## src/hw/rtl/wasm_section_deframer_assert.svh

```systemverilog
// ----------------------------------------------------------------------------
// wasm_section_deframer_assert.svh
// Assertion macros shared by the section deframer RTL.
// ----------------------------------------------------------------------------
`ifndef WASM_SECTION_DEFRAMER_ASSERT_SVH
`define WASM_SECTION_DEFRAMER_ASSERT_SVH

// Clocked check, switched off while reset is asserted
`define WSDF_ASSERT(label, prop, msg) \
    label: assert property (@(posedge i_clk) disable iff (!i_rst_n) prop) else $error(msg);

// Clocked implication, switched off while reset is asserted
`define WSDF_ASSERT_IMP(label, pre, post, msg) \
    `WSDF_ASSERT(label, (pre) |-> (post), msg)

`endif

```

## src/hw/rtl/wsdf_pkg.sv

```systemverilog
// ----------------------------------------------------------------------------
// wsdf_pkg
// Types and constants of the WebAssembly section deframer.
// ----------------------------------------------------------------------------
package wsdf_pkg;

    // Header: magic 00 61 73 6d, then version 1, both little-endian
    localparam logic [31:0] WASM_MAGIC    = 32'h6d73_6100;
    localparam logic [31:0] WASM_VERSION  = 32'h0000_0001;
    localparam logic [2:0]  HDR_LAST_IDX  = 3'd7;

    // LEB128 size field
    localparam logic [7:0]  LEB_DATA_MASK = 8'h7f;
    localparam int unsigned LEB_MORE_BIT  = 7;
    localparam logic [2:0]  LEB_MAX_BYTES = 3'd5;

    localparam logic [31:0] POS_MAX       = 32'hffff_ffff;

    typedef enum logic [2:0] {
        PH_HEADER  = 3'd0,
        PH_ID      = 3'd1,
        PH_SIZE    = 3'd2,
        PH_PAYLOAD = 3'd3,
        PH_IDLE    = 3'd4
    } t_phase;

    typedef enum logic [1:0] {
        KIND_DESC   = 2'd0,
        KIND_BADHDR = 2'd1,
        KIND_CLEAN  = 2'd2,
        KIND_TRUNC  = 2'd3
    } t_kind;

    typedef struct packed {
        logic [7:0] data_byte;
        logic       module_start;
        logic       module_end;
    } t_in_item;

    typedef struct packed {
        t_kind       kind;
        logic [7:0]  id_byte;
        logic [31:0] payload_len;
        logic [31:0] payload_offset;
        logic [2:0]  size_field_bytes;
    } t_out_item;

    // Expected header byte at a given header position
    function automatic logic [7:0] header_expected(input logic [2:0] idx);
        logic [7:0] b;
        case (idx)
            3'd0:    b = WASM_MAGIC[7:0];
            3'd1:    b = WASM_MAGIC[15:8];
            3'd2:    b = WASM_MAGIC[23:16];
            3'd3:    b = WASM_MAGIC[31:24];
            3'd4:    b = WASM_VERSION[7:0];
            3'd5:    b = WASM_VERSION[15:8];
            3'd6:    b = WASM_VERSION[23:16];
            default: b = WASM_VERSION[31:24];
        endcase
        return b;
    endfunction

endpackage

```

## src/hw/rtl/wasm_section_deframer.sv

```systemverilog
// Timing: an accepted input beat is held in the input register, then its
//   result is registered on the edge at which the byte leaves.
// Throughput: one byte per cycle; a byte whose result finds the output
//   register still full waits in the input register until that beat is taken.
// Reset: synchronous, active low; returns to header check at offset zero.
// ----------------------------------------------------------------------------
// wasm_section_deframer
// Checks the module header, decodes each section id and LEB128 size, skips
// the payload and emits one descriptor per section plus end/error reports.
// ----------------------------------------------------------------------------
`include "wasm_section_deframer_assert.svh"

module wasm_section_deframer (
    input  logic                 i_clk,
    input  logic                 i_rst_n,
    input  logic                 i_in_valid,
    output logic                 o_in_ready,
    input  wsdf_pkg::t_in_item   i_in_data,
    output logic                 o_out_valid,
    input  logic                 i_out_ready,
    output wsdf_pkg::t_out_item  o_out_data
);
    import wsdf_pkg::*;

    // Input stage
    logic        r_in_valid;
    t_in_item    r_in;

    // Parser state
    t_phase      r_phase, n_phase;
    logic [2:0]  r_hidx,  n_hidx;
    logic [31:0] r_acc,   n_acc;
    logic [2:0]  r_cnt,   n_cnt;
    logic [7:0]  r_id,    n_id;
    logic [31:0] r_rem,   n_rem;
    logic [31:0] r_pos,   n_pos;

    // Output stage
    logic        r_out_valid;
    t_out_item   r_out;

    // State as seen by the current byte (module start restarts it)
    t_phase      w_phase;
    logic [2:0]  w_hidx;
    logic [31:0] w_acc;
    logic [2:0]  w_cnt;
    logic [7:0]  w_id;
    logic [31:0] w_rem;
    logic [31:0] w_pos;

    logic [7:0]  w_b;
    logic        w_last;
    logic        w_hdr_ok;
    logic [31:0] w_pos_next;
    logic [31:0] w_leb_part;
    logic [31:0] w_acc_new;
    logic [2:0]  w_cnt_new;
    logic        w_size_done;
    logic [31:0] w_rem_dec;

    logic        w_res_valid;
    t_out_item   w_res;
    logic        w_advance;

    // Restart the state on a module start byte
    always_comb begin
        w_b    = r_in.data_byte;
        w_last = r_in.module_end;
        if (r_in.module_start) begin
            w_phase = PH_HEADER;
            w_hidx  = '0;
            w_acc   = '0;
            w_cnt   = '0;
            w_id    = '0;
            w_rem   = '0;
            w_pos   = '0;
        end else begin
            w_phase = r_phase;
            w_hidx  = r_hidx;
            w_acc   = r_acc;
            w_cnt   = r_cnt;
            w_id    = r_id;
            w_rem   = r_rem;
            w_pos   = r_pos;
        end
    end

    // Shared datapath terms
    always_comb begin
        w_hdr_ok   = (w_b == header_expected(w_hidx));
        w_pos_next = (w_pos == POS_MAX) ? w_pos : w_pos + 32'd1;
        case (w_cnt)
            3'd0:    w_leb_part = {25'd0, w_b[6:0]};
            3'd1:    w_leb_part = {18'd0, w_b[6:0], 7'd0};
            3'd2:    w_leb_part = {11'd0, w_b[6:0], 14'd0};
            3'd3:    w_leb_part = {4'd0, w_b[6:0], 21'd0};
            3'd4:    w_leb_part = {w_b[3:0], 28'd0};
            default: w_leb_part = '0;
        endcase
        w_acc_new   = w_acc | w_leb_part;
        w_cnt_new   = w_cnt + 3'd1;
        w_size_done = !w_b[LEB_MORE_BIT] || (w_cnt_new >= LEB_MAX_BYTES);
        w_rem_dec   = (w_rem != '0) ? w_rem - 32'd1 : w_rem;
    end

    // Next state
    always_comb begin
        n_phase = w_phase;
        n_hidx  = w_hidx;
        n_acc   = w_acc;
        n_cnt   = w_cnt;
        n_id    = w_id;
        n_rem   = w_rem;
        n_pos   = w_pos_next;
        case (w_phase)
            PH_HEADER: begin
                if (!w_hdr_ok) begin
                    n_phase = PH_IDLE;
                end else if (w_hidx == HDR_LAST_IDX) begin
                    n_phase = w_last ? PH_IDLE : PH_ID;
                end else begin
                    n_hidx = w_hidx + 3'd1;
                    if (w_last) begin
                        n_phase = PH_IDLE;
                    end
                end
            end
            PH_ID: begin
                n_id    = w_b;
                n_acc   = '0;
                n_cnt   = '0;
                n_phase = w_last ? PH_IDLE : PH_SIZE;
            end
            PH_SIZE: begin
                n_acc = w_acc_new;
                n_cnt = w_cnt_new;
                if (w_size_done) begin
                    n_rem = w_acc_new;
                    if (w_last) begin
                        n_phase = PH_IDLE;
                    end else begin
                        n_phase = (w_acc_new == '0) ? PH_ID : PH_PAYLOAD;
                    end
                end else if (w_last) begin
                    n_phase = PH_IDLE;
                end
            end
            PH_PAYLOAD: begin
                n_rem = w_rem_dec;
                if (w_last) begin
                    n_phase = PH_IDLE;
                end else if (w_rem_dec == '0) begin
                    n_phase = PH_ID;
                end
            end
            default: begin
                n_phase = PH_IDLE;
            end
        endcase
    end

    // Result of the current byte
    always_comb begin
        w_res_valid = 1'b0;
        w_res       = '0;
        w_res.kind  = KIND_DESC;
        case (w_phase)
            PH_HEADER: begin
                if (!w_hdr_ok) begin
                    w_res_valid = 1'b1;
                    w_res.kind  = KIND_BADHDR;
                end else if (w_last) begin
                    w_res_valid = 1'b1;
                    w_res.kind  = (w_hidx == HDR_LAST_IDX) ? KIND_CLEAN : KIND_BADHDR;
                end
            end
            PH_ID: begin
                if (w_last) begin
                    w_res_valid = 1'b1;
                    w_res.kind  = KIND_TRUNC;
                end
            end
            PH_SIZE: begin
                if (w_size_done) begin
                    w_res_valid = 1'b1;
                    if (w_last) begin
                        w_res.kind = (w_acc_new == '0) ? KIND_CLEAN : KIND_TRUNC;
                    end else begin
                        w_res.kind             = KIND_DESC;
                        w_res.id_byte          = w_id;
                        w_res.payload_len      = w_acc_new;
                        w_res.payload_offset   = w_pos_next;
                        w_res.size_field_bytes = w_cnt_new;
                    end
                end else if (w_last) begin
                    w_res_valid = 1'b1;
                    w_res.kind  = KIND_TRUNC;
                end
            end
            PH_PAYLOAD: begin
                if (w_last) begin
                    w_res_valid = 1'b1;
                    w_res.kind  = (w_rem_dec == '0) ? KIND_CLEAN : KIND_TRUNC;
                end
            end
            default: begin
                w_res_valid = 1'b0;
            end
        endcase
    end

    // Advance the held byte unless its result has nowhere to go
    assign w_advance  = r_in_valid && (!w_res_valid || !r_out_valid || i_out_ready);
    assign o_in_ready = !r_in_valid || w_advance;

    // Control registers
    always_ff @(posedge i_clk) begin
        if (!i_rst_n) begin
            r_in_valid  <= 1'b0;
            r_out_valid <= 1'b0;
            r_phase     <= PH_HEADER;
            r_hidx      <= '0;
            r_acc       <= '0;
            r_cnt       <= '0;
            r_id        <= '0;
            r_rem       <= '0;
            r_pos       <= '0;
        end else begin
            if (o_in_ready) begin
                r_in_valid <= i_in_valid;
            end
            if (w_advance && w_res_valid) begin
                r_out_valid <= 1'b1;
            end else if (i_out_ready) begin
                r_out_valid <= 1'b0;
            end
            if (w_advance) begin
                r_phase <= n_phase;
                r_hidx  <= n_hidx;
                r_acc   <= n_acc;
                r_cnt   <= n_cnt;
                r_id    <= n_id;
                r_rem   <= n_rem;
                r_pos   <= n_pos;
            end
        end
    end

    // Payload registers
    always_ff @(posedge i_clk) begin
        if (o_in_ready && i_in_valid) begin
            r_in <= i_in_data;
        end
        if (w_advance && w_res_valid) begin
            r_out <= w_res;
        end
    end

    assign o_out_valid = r_out_valid;
    assign o_out_data  = r_out;

    // Checks
    `WSDF_ASSERT_IMP(a_desc_len, o_out_valid && (o_out_data.kind == KIND_DESC),
        (o_out_data.size_field_bytes != 3'd0) && (o_out_data.size_field_bytes <= LEB_MAX_BYTES),
        "descriptor with bad size field length")
    `WSDF_ASSERT_IMP(a_report_zero, o_out_valid && (o_out_data.kind != KIND_DESC),
        (o_out_data.size_field_bytes == 3'd0) && (o_out_data.id_byte == 8'd0),
        "end or error report carries section fields")
    `WSDF_ASSERT_IMP(a_size_cnt, r_phase == PH_SIZE, r_cnt < LEB_MAX_BYTES,
        "size field ran past its byte limit")
    `WSDF_ASSERT_IMP(a_payload_rem, r_phase == PH_PAYLOAD, r_rem != '0,
        "payload phase with nothing left to skip")
    `WSDF_ASSERT(a_hold_byte, r_in_valid && !w_advance |=> r_in_valid,
        "held byte dropped while stalled")

endmodule
```

## config.mk

```make
export PLATFORM = sky130hd
export DESIGN_NAME = wasm_section_deframer
export DESIGN_NICKNAME = d
export VERILOG_FILES = /design/src/hw/rtl/wsdf_pkg.sv /design/src/hw/rtl/wasm_section_deframer.sv
export VERILOG_INCLUDE_DIRS = /design/src /design/src/hw/rtl
export SDC_FILE = /design/constraint.sdc
export NUM_CORES = 1
export LEC_CHECK = 0
export ABC_AREA = 0
export BUFFER_PORTS_ARGS = -buffer_cell sky130_fd_sc_hd__buf_2
export CAP_MARGIN = 15
export CELL_PAD_IN_SITES_DETAIL_PLACEMENT = 1
export CELL_PAD_IN_SITES_GLOBAL_PLACEMENT = 1
export CORE_MARGIN = 2
export CORE_UTILIZATION = 28
export DETAILED_ROUTE_END_ITERATION = 16
export GPL_ROUTABILITY_DRIVEN = 0
export HOLD_SLACK_MARGIN = 0.03
export PLACE_DENSITY = 0.61
export SLEW_MARGIN = 10
export SYNTH_ARGS = -nofsm -noshare
export SYNTH_HDL_FRONTEND = slang
export SYNTH_SLANG_ARGS = --single-unit
```

## constraint.sdc

```tcl
create_clock -name i_clk -period 7.8 [get_ports i_clk]
set_input_delay 1.56 -clock i_clk [delete_from_list [all_inputs] [get_ports i_clk]]
set_output_delay 1.56 -clock i_clk [all_outputs]
set_load 0.01 [all_outputs]
```

==> results of run 1 <==
-- cells by family after synthesis --
group           count (synthesis)  share of synthesized area, %
compound gates                392                          23.3
fa+ha+maj                      11                          1.25
simple gates                  521                          22.9
xor+xnor                       40                          3.19
buf+inv                       119                          4.31
flops                         202                          44.7
mux                             4                         0.376
-- layout by cell type, fill, tap and decap left out, types with 29 or more instances in the layout --
cell | netlist | final
o21ai_0 | 113 | 113
xnor2_1 | 31 | 31
nor3_1 | 29 | 29
nor2_1 | 229 | 228
a22oi_1 | 46 | 46
nand3_1 | 34 | 33
buf_2 | 12 | 92
dfxtp_1 | 115 | 115
a21oi_1 | 72 | 72
nand2_1 | 82 | 80
edfxtp_1 | 87 | 87
-- path summary, 6_finish.rpt --
path                            slack [ps]  cells past startpoint                            to
worst max register to register        2950                     12  o_out_data[45]$_SDFFCE_PP0P_
worst min-delay path                   490                      2        r_acc[16]$_SDFFE_PN0P_
worst min register to register         490                      2        r_acc[16]$_SDFFE_PN0P_
worst max-delay path                  2210                     13                    o_in_ready
-- metrics by stage --
stage	power [mW]	utilization, %	area (um^2)	hold WS (ps)
global placement	1.47	30.7	11900	466
detailed placement	1.47	30.7	11900	480
global route	2.70	32.8	12700	508
floorplan	1.37	-	11000	450
CTS	2.63	32.7	12700	497
finish	2.60	32.8	12700	493
-- cell type report --
class                           instances  area (um^2)  area share (%)
Inverter                               19         72.6           0.572
Clock inverter                         10          108           0.849
Clock buffer                           34          691            5.45
Tap cell                              518          648            5.11
Timing Repair Buffer                  113          626            4.93
Sequential cell                       202         4910            38.8
Multi-Input combinational cell        968         5620            44.3
-- report_power, final --
part / total [mW] / switching, mW / internal, mW
Combinational: 0.291 / 0.198 / 0.0930
Clock: 1.15 / 0.462 / 0.684
Sequential: 1.16 / 0.0274 / 1.13
Total: 2.60 / 0.687 / 1.91
-- sequential cells by signal, summed over array words and instances, names as in the netlist, 3 cells and up --
name        flops
o_out_data     77
r_acc          32
r_cnt           3
r_hidx          3
r_id            8
r_phase         3
r_pos          32
r_rem          32
w_b             8
-- metal layers --
layer / vias to the layer above / wire length (um) / GRT usage [%] / share of wire, %
met2: 202 / 17600 / 30.1 / 46
li1: 4810 / - / - / -
met4: 0 / 1120 / 6.07 / 2.9
met1: 5156 / 18300 / 25.4 / 48
met3: 62 / 1340 / 2.27 / 3.5
met5: - / 0 / 0 / 0
-- worst max-delay path, cell delays in order (launching register included) --
cell      delay (ps)
edfxtp_1         610
inv_2            100
buf_4            490
nand2_1          200
inv_1            120
ha_1             190
ha_1             270
o21ai_1          640
a21oi_1          160
a21oi_1          200
o21ai_1          150
inv_1            120
nand2_1           70
buf_2            150
==> out/summary.txt, run 1 <==
status - finished clean
GR Util All Layers - 18.5%
final worst-path cycle share - 71.7%
Die Ht - 202 um
min-delay worst type - flop to flop
synth unique cells - 78
clk_skew - 11.2 ps
RR Startpoint - r_in[1]$_DFFE_PP_
final worst slack - 2210 ps
ANT nets after route - 0
max_cap viols - 0
Final Non-Filler Cells - 1,864
Synth Register Bits - 202
Slew Viols, Final - 0
Critical Path Start Type - flop
Slew @ Worst Pin - 1040 ps
clk sinks - 202
Setup violations, final - 0
H-tree levels - 1
global route overflow - 0
vias in the first global route - 10,200
die area - 40,800 um^2
clk_lat worst skew - 530 ps
Core Area - 38,600 um^2
Vias/cell - 5.49
CTS resizes - 0
Most used DFF post-synth - dfxtp_1
Max IR drop VDD - 117 uV
Fmax - 179 MHz
Starting Density - 28.4%
syn_area_per_cell - 8.52 um^2
DRC violations left - 0
Fillers - 4,517
DIE WIDTH - 202 um
Ports - 93
Area Overhead vs Synth - 15.4%
arrival time at the worst endpoint - 4030 ps
Pwr Density - 205 nW/um^2
drt first pass iters - 5
Final Net Count - 1,353
CTS Hold Bufs - 0
Cell Rows - 72
CTS tree - built
Min-Delay Startpoint - r_acc[16]$_SDFFE_PN0P_
worst setup path start - r_in[1]$_DFFE_PP_
sequential area share after synthesis - 44.7%
CTS buffer count - 24
post-detailed-route wirelength per cell - 20.6 um
largest net degree at the start of global routing - 79
Synth warnings - 0
number of synthesized flops with an enable pin - 87
total negative slack - 0 ps
most common cell in the netlist - nor2_1
top post-synthesis cells by area - edfxtp_1 (24%), dfxtp_1 (21%), nor2_1 (7.8%)
Rel. slew slack - 30.6%
cell taking the most area after synthesis - edfxtp_1
first-pass GRT wire length - 60,200 um
Max clock buf depth - 3
CP Max Fanout - 51
antenna violations before repair - 0
Cell Area, Synth - 11,000 um^2
Post-Route WL - 38,300 um
top cell type's share of synthesized area - 23.8%
RSZ-0062 raised after global routing - false
Cell Count Post-Placement - 1,819
post-layout minimum cycle time - 5590 ps
Final Hold Fails - 0
hpwl dp - 25,600 um
Root Buffer - clkbuf_16
most frequent cells after synthesis - nor2_1 (229), dfxtp_1 (115), o21ai_0 (113)
Worst EP required - 6240 ps
Synth Instances - 1,289
IO buf count - 92
Setup Slack @ Placement - 2890 ps
Worst setup EP type - output port
crit path kind - flop to output port
static leakage - 4.17 nW
Post-Synthesis Net Count - 1,314
share of layout cells above drive strength 1 - 12.9%
async set or reset register ratio after synthesis - 0%
Setup Fix Bufs, Post-CTS - 0
first-iteration detailed-routing DRC count - 733
Reg clk slew, reported paths - 70 ps
Antenna Cells - 0
via count - 10,200
(Power assumes the default switching activity.)
==> inputs of run 2 (changes only) <==
--- a/config.mk
+++ b/config.mk
@@ -6,7 +6,7 @@
 export SDC_FILE = /design/constraint.sdc
 export NUM_CORES = 1
 export LEC_CHECK = 0
-export ABC_AREA = 0
+export ABC_AREA = 1
 export BUFFER_PORTS_ARGS = -buffer_cell sky130_fd_sc_hd__buf_2
 export CAP_MARGIN = 15
 export CELL_PAD_IN_SITES_DETAIL_PLACEMENT = 1
@@ -16,7 +16,7 @@
 export DETAILED_ROUTE_END_ITERATION = 16
 export GPL_ROUTABILITY_DRIVEN = 0
 export HOLD_SLACK_MARGIN = 0.03
-export PLACE_DENSITY = 0.61
+export PLACE_DENSITY = 0.63
 export SLEW_MARGIN = 10
 export SYNTH_ARGS = -nofsm -noshare
 export SYNTH_HDL_FRONTEND = slang
==> constraint.sdc (replaced) <==
create_clock -name i_clk -period 4.6 [get_ports i_clk]
set_input_delay 0.92 -clock i_clk [delete_from_list [all_inputs] [get_ports i_clk]]
set_output_delay 0.92 -clock i_clk [all_outputs]
set_load 0.01 [all_outputs]
==> run 2 against run 1 <==
  * Utilization hardly changed
  * Synthesized cell count grew 35%
  * Design area increased by 8.8%
  * Sequential power increased by 73%
  * Via count increased by 16%
  * Combinational power rose to 2.7 times the previous value
  * Hold slack got worse by 26 ps
  * Flip-flop and latch count unchanged
  * Routed wire length increased by 17%
  * Critical endpoint unchanged
  * Area after synthesis grew 9.0%
  * Largest cell class unchanged
==> out/summary.txt, run 2 <==
status - finished clean
Synth warnings - 0
post-layout minimum cycle time - 4220 ps
Setup Fix Bufs, Post-CTS - 0
Post-Synthesis Net Count - 1,771
hpwl dp - 32,200 um
ANT nets after route - 0
Comb pwr share - 15.9%
drt first pass iters - 6
Seq pwr share - 40.9%
Worst setup EP type - output port
max_cap viols - 0
antenna violations before repair - 1
post-detailed-route wirelength per cell - 18.9 um
final worst slack - 385 ps
Min-Delay Startpoint - r_pos[4]$_SDFFE_PN0P_
top post-synthesis cells by area - edfxtp_1 (22%), dfxtp_1 (19%), nand2_1 (12%)
Slowest-stage cell, CP - edfxtp_1
CTS tree - built
Worst EP required - 3680 ps
CTS buffer count - 26
top cell type's share of synthesized area - 21.8%
Rel. slew slack - 25.1%
synth unique cells - 49
Fin Hold WS - 468 ps
commonest non-fill, non-tap cell in the layout - nand2_1
Most used DFF post-synth - dfxtp_1
async set or reset register ratio after synthesis - 0%
CP max stage delay - 430 ps
Cell Area, Synth - 12,000 um^2
clk_skew - 19.7 ps
CTS resizes - 0
arrival time at the worst endpoint - 3300 ps
sw power - 1.46 mW
Synth Register Bits - 202
critical path cell sequence - inv_4 -> nand2_1 -> inv_1 -> ha_1 -> ha_1 -> o21a_1 -> nor2_4 -> inv_2 -> nand3_2 -> nand3_1 -> buf_2
Pwr Density - 357 nW/um^2
Max IR drop VDD - 217 uV
internal power - 3.46 mW
Reg clk slew, reported paths - 60 ps
Switching Share - 29.7%
syn_area_per_cell - 6.86 um^2
most frequent cells after synthesis - nand2_1 (396), nor2_1 (374), inv_1 (192)
Final Non-Filler Cells - 2,369
H-tree levels - 1
Core Area - 42,000 um^2
first-pass GRT wire length - 70,100 um
Final Net Count - 1,834
Ports - 93
Area Overhead vs Synth - 15.2%
sequential area share after synthesis - 41.1%
Root Buffer - clkbuf_16
Max clock buf depth - 3
min-delay worst type - flop to flop
vias in the first global route - 12,100
cell taking the most area after synthesis - edfxtp_1
via count - 11,900
Post-Route WL - 44,700 um
Final Hold Fails - 0
CP Max Fanout - 34
Fillers - 5,352
most frequent cells in the layout - nand2_1 (396), nor2_1 (374), inv_1 (191)
Cell Count Post-Placement - 2,320
reg-to-reg endpoint - r_acc[13]$_SDFFE_PN0P_
clk sinks - 202
DIE WIDTH - 211 um
total negative slack - 0 ps
Die Ht - 211 um
share of layout cells above drive strength 1 - 11.3%
IO buf count - 92
max reg flops - 77
R2R Setup Slk - 740 ps
R2R cell count - 14
CTS Hold Bufs - 0
Fmax - 237 MHz
RSZ-0062 raised after global routing - false
final worst-path cycle share - 91.6%
Slew @ Worst Pin - 1120 ps
Cell Rows - 75
first-iteration detailed-routing DRC count - 684
Largest Register - o_out_data
RR Startpoint - r_in[1]$_DFFE_PP_
placed cell area - 12,900 um^2
Critical Path Start Type - flop
GR Util All Layers - 20.2%
DRC violations left - 0
design area - 13,800 um^2
Synth Instances - 1,746
die area - 44,400 um^2
most common cell in the netlist - nand2_1
Vias/cell - 5.02
Slew Viols, Final - 0
Setup violations, final - 0
Starting Density - 28.5%
Total Power - 4.92 mW
clk_lat worst skew - 550 ps
crit path kind - flop to output port
CP dominant cell by count - ha_1
fin util - 32.8%
largest net degree at the start of global routing - 98
Setup Slack @ Placement - 726 ps
Hold Path Depth - 2
Worst Hold End - r_pos[4]$_SDFFE_PN0P_
global route overflow - 0
static leakage - 5.82 nW
number of synthesized flops with an enable pin - 87
clock share of power - 43.1%
run 2: cell types whose count changed in the layout (fill, tap and decap cells not counted), sizes merged, moves of 15 or more:
cell and change:
nand2 +324, inv +184, nor2 +156, a22oi -45
o21ai +43, nand3 +37, xnor2 -27, a21oi -25
a32oi -24, nor2b -24, and2 -21, o21a -19
nor4 -16, a2bb2oi -15
run 2: layout make-up:
type	instances	area [um^2]	share of cell area, %
antenna	1	2.50	0.0181
timing repair buffer	115	658	4.77
clock buffer	36	729	5.29
clock inverter	12	150	1.09
multi-input combinational	1260	5890	42.7
tap	539	674	4.89
inverter	204	774	5.61
sequential	202	4910	35.6
run 2: critical path: cells and delay by family, from the launching register on:
family	cells	cell delay [ps]
adder cells (fa/ha/maj)	2	450
AO/OA/AOI/OAI	1	240
flip-flops	1	430
AND/OR/NAND/NOR	4	800
buffers and inverters	4	840
run 2: worst max-delay path by stage:
| stage | cells after the start | slack (ps) | end | from |
|---|---|---|---|---|
| 2_1_floorplan | 17 | 200 | o_out_data[0]$_SDFFCE_PP0P_ | r_in[1]$_DFFE_PP_ |
| 3_3_place_gp | 19 | 810 | o_out_data[36]$_SDFFCE_PP0P_ | r_in[1]$_DFFE_PP_ |
| 3_5_place_dp | 19 | 730 | o_out_data[36]$_SDFFCE_PP0P_ | r_in[1]$_DFFE_PP_ |
| 4_1_cts | 11 | 360 | o_in_ready | r_in[1]$_DFFE_PP_ |
| 5_1_grt | 11 | 180 | o_in_ready | r_in[1]$_DFFE_PP_ |
| 6_report | 11 | 380 | o_in_ready | r_in[1]$_DFFE_PP_ |
run 2: per-layer routing:
layer | global-route usage [%] | part of all wire (%)
met1 | 27.0 | 46
met2 | 34.6 | 47
met3 | 2.13 | 3.9
met4 | 5.08 | 2.1
met5 | 0 | 0
run 2: cell families (layout without fill, tap and decap cells):
family | after synthesis | after routing | synth area share, %
buffers and inverters | 284 | 367 | 9.73
and+or+nand+nor | 939 | 939 | 32.6
other | 0 | 1 | 0
AOI/OAI and AO/OA | 292 | 292 | 14.1
adders and majority gates | 11 | 11 | 1.15
DFF | 202 | 202 | 41.1
xor gates and xnor gates | 18 | 18 | 1.32
run 2: power groups by stage:
stage | Sequential [mW] | Clock, mW | Combinational, mW
CTS | 2.01 | 2.17 | 0.782
global placement | 2.05 | 0 | 0.764
detailed placement | 2.05 | 0 | 0.779
floorplan | 2.05 | 0 | 0.528
finish | 2.01 | 2.12 | 0.784
global route | 2.02 | 2.24 | 0.883
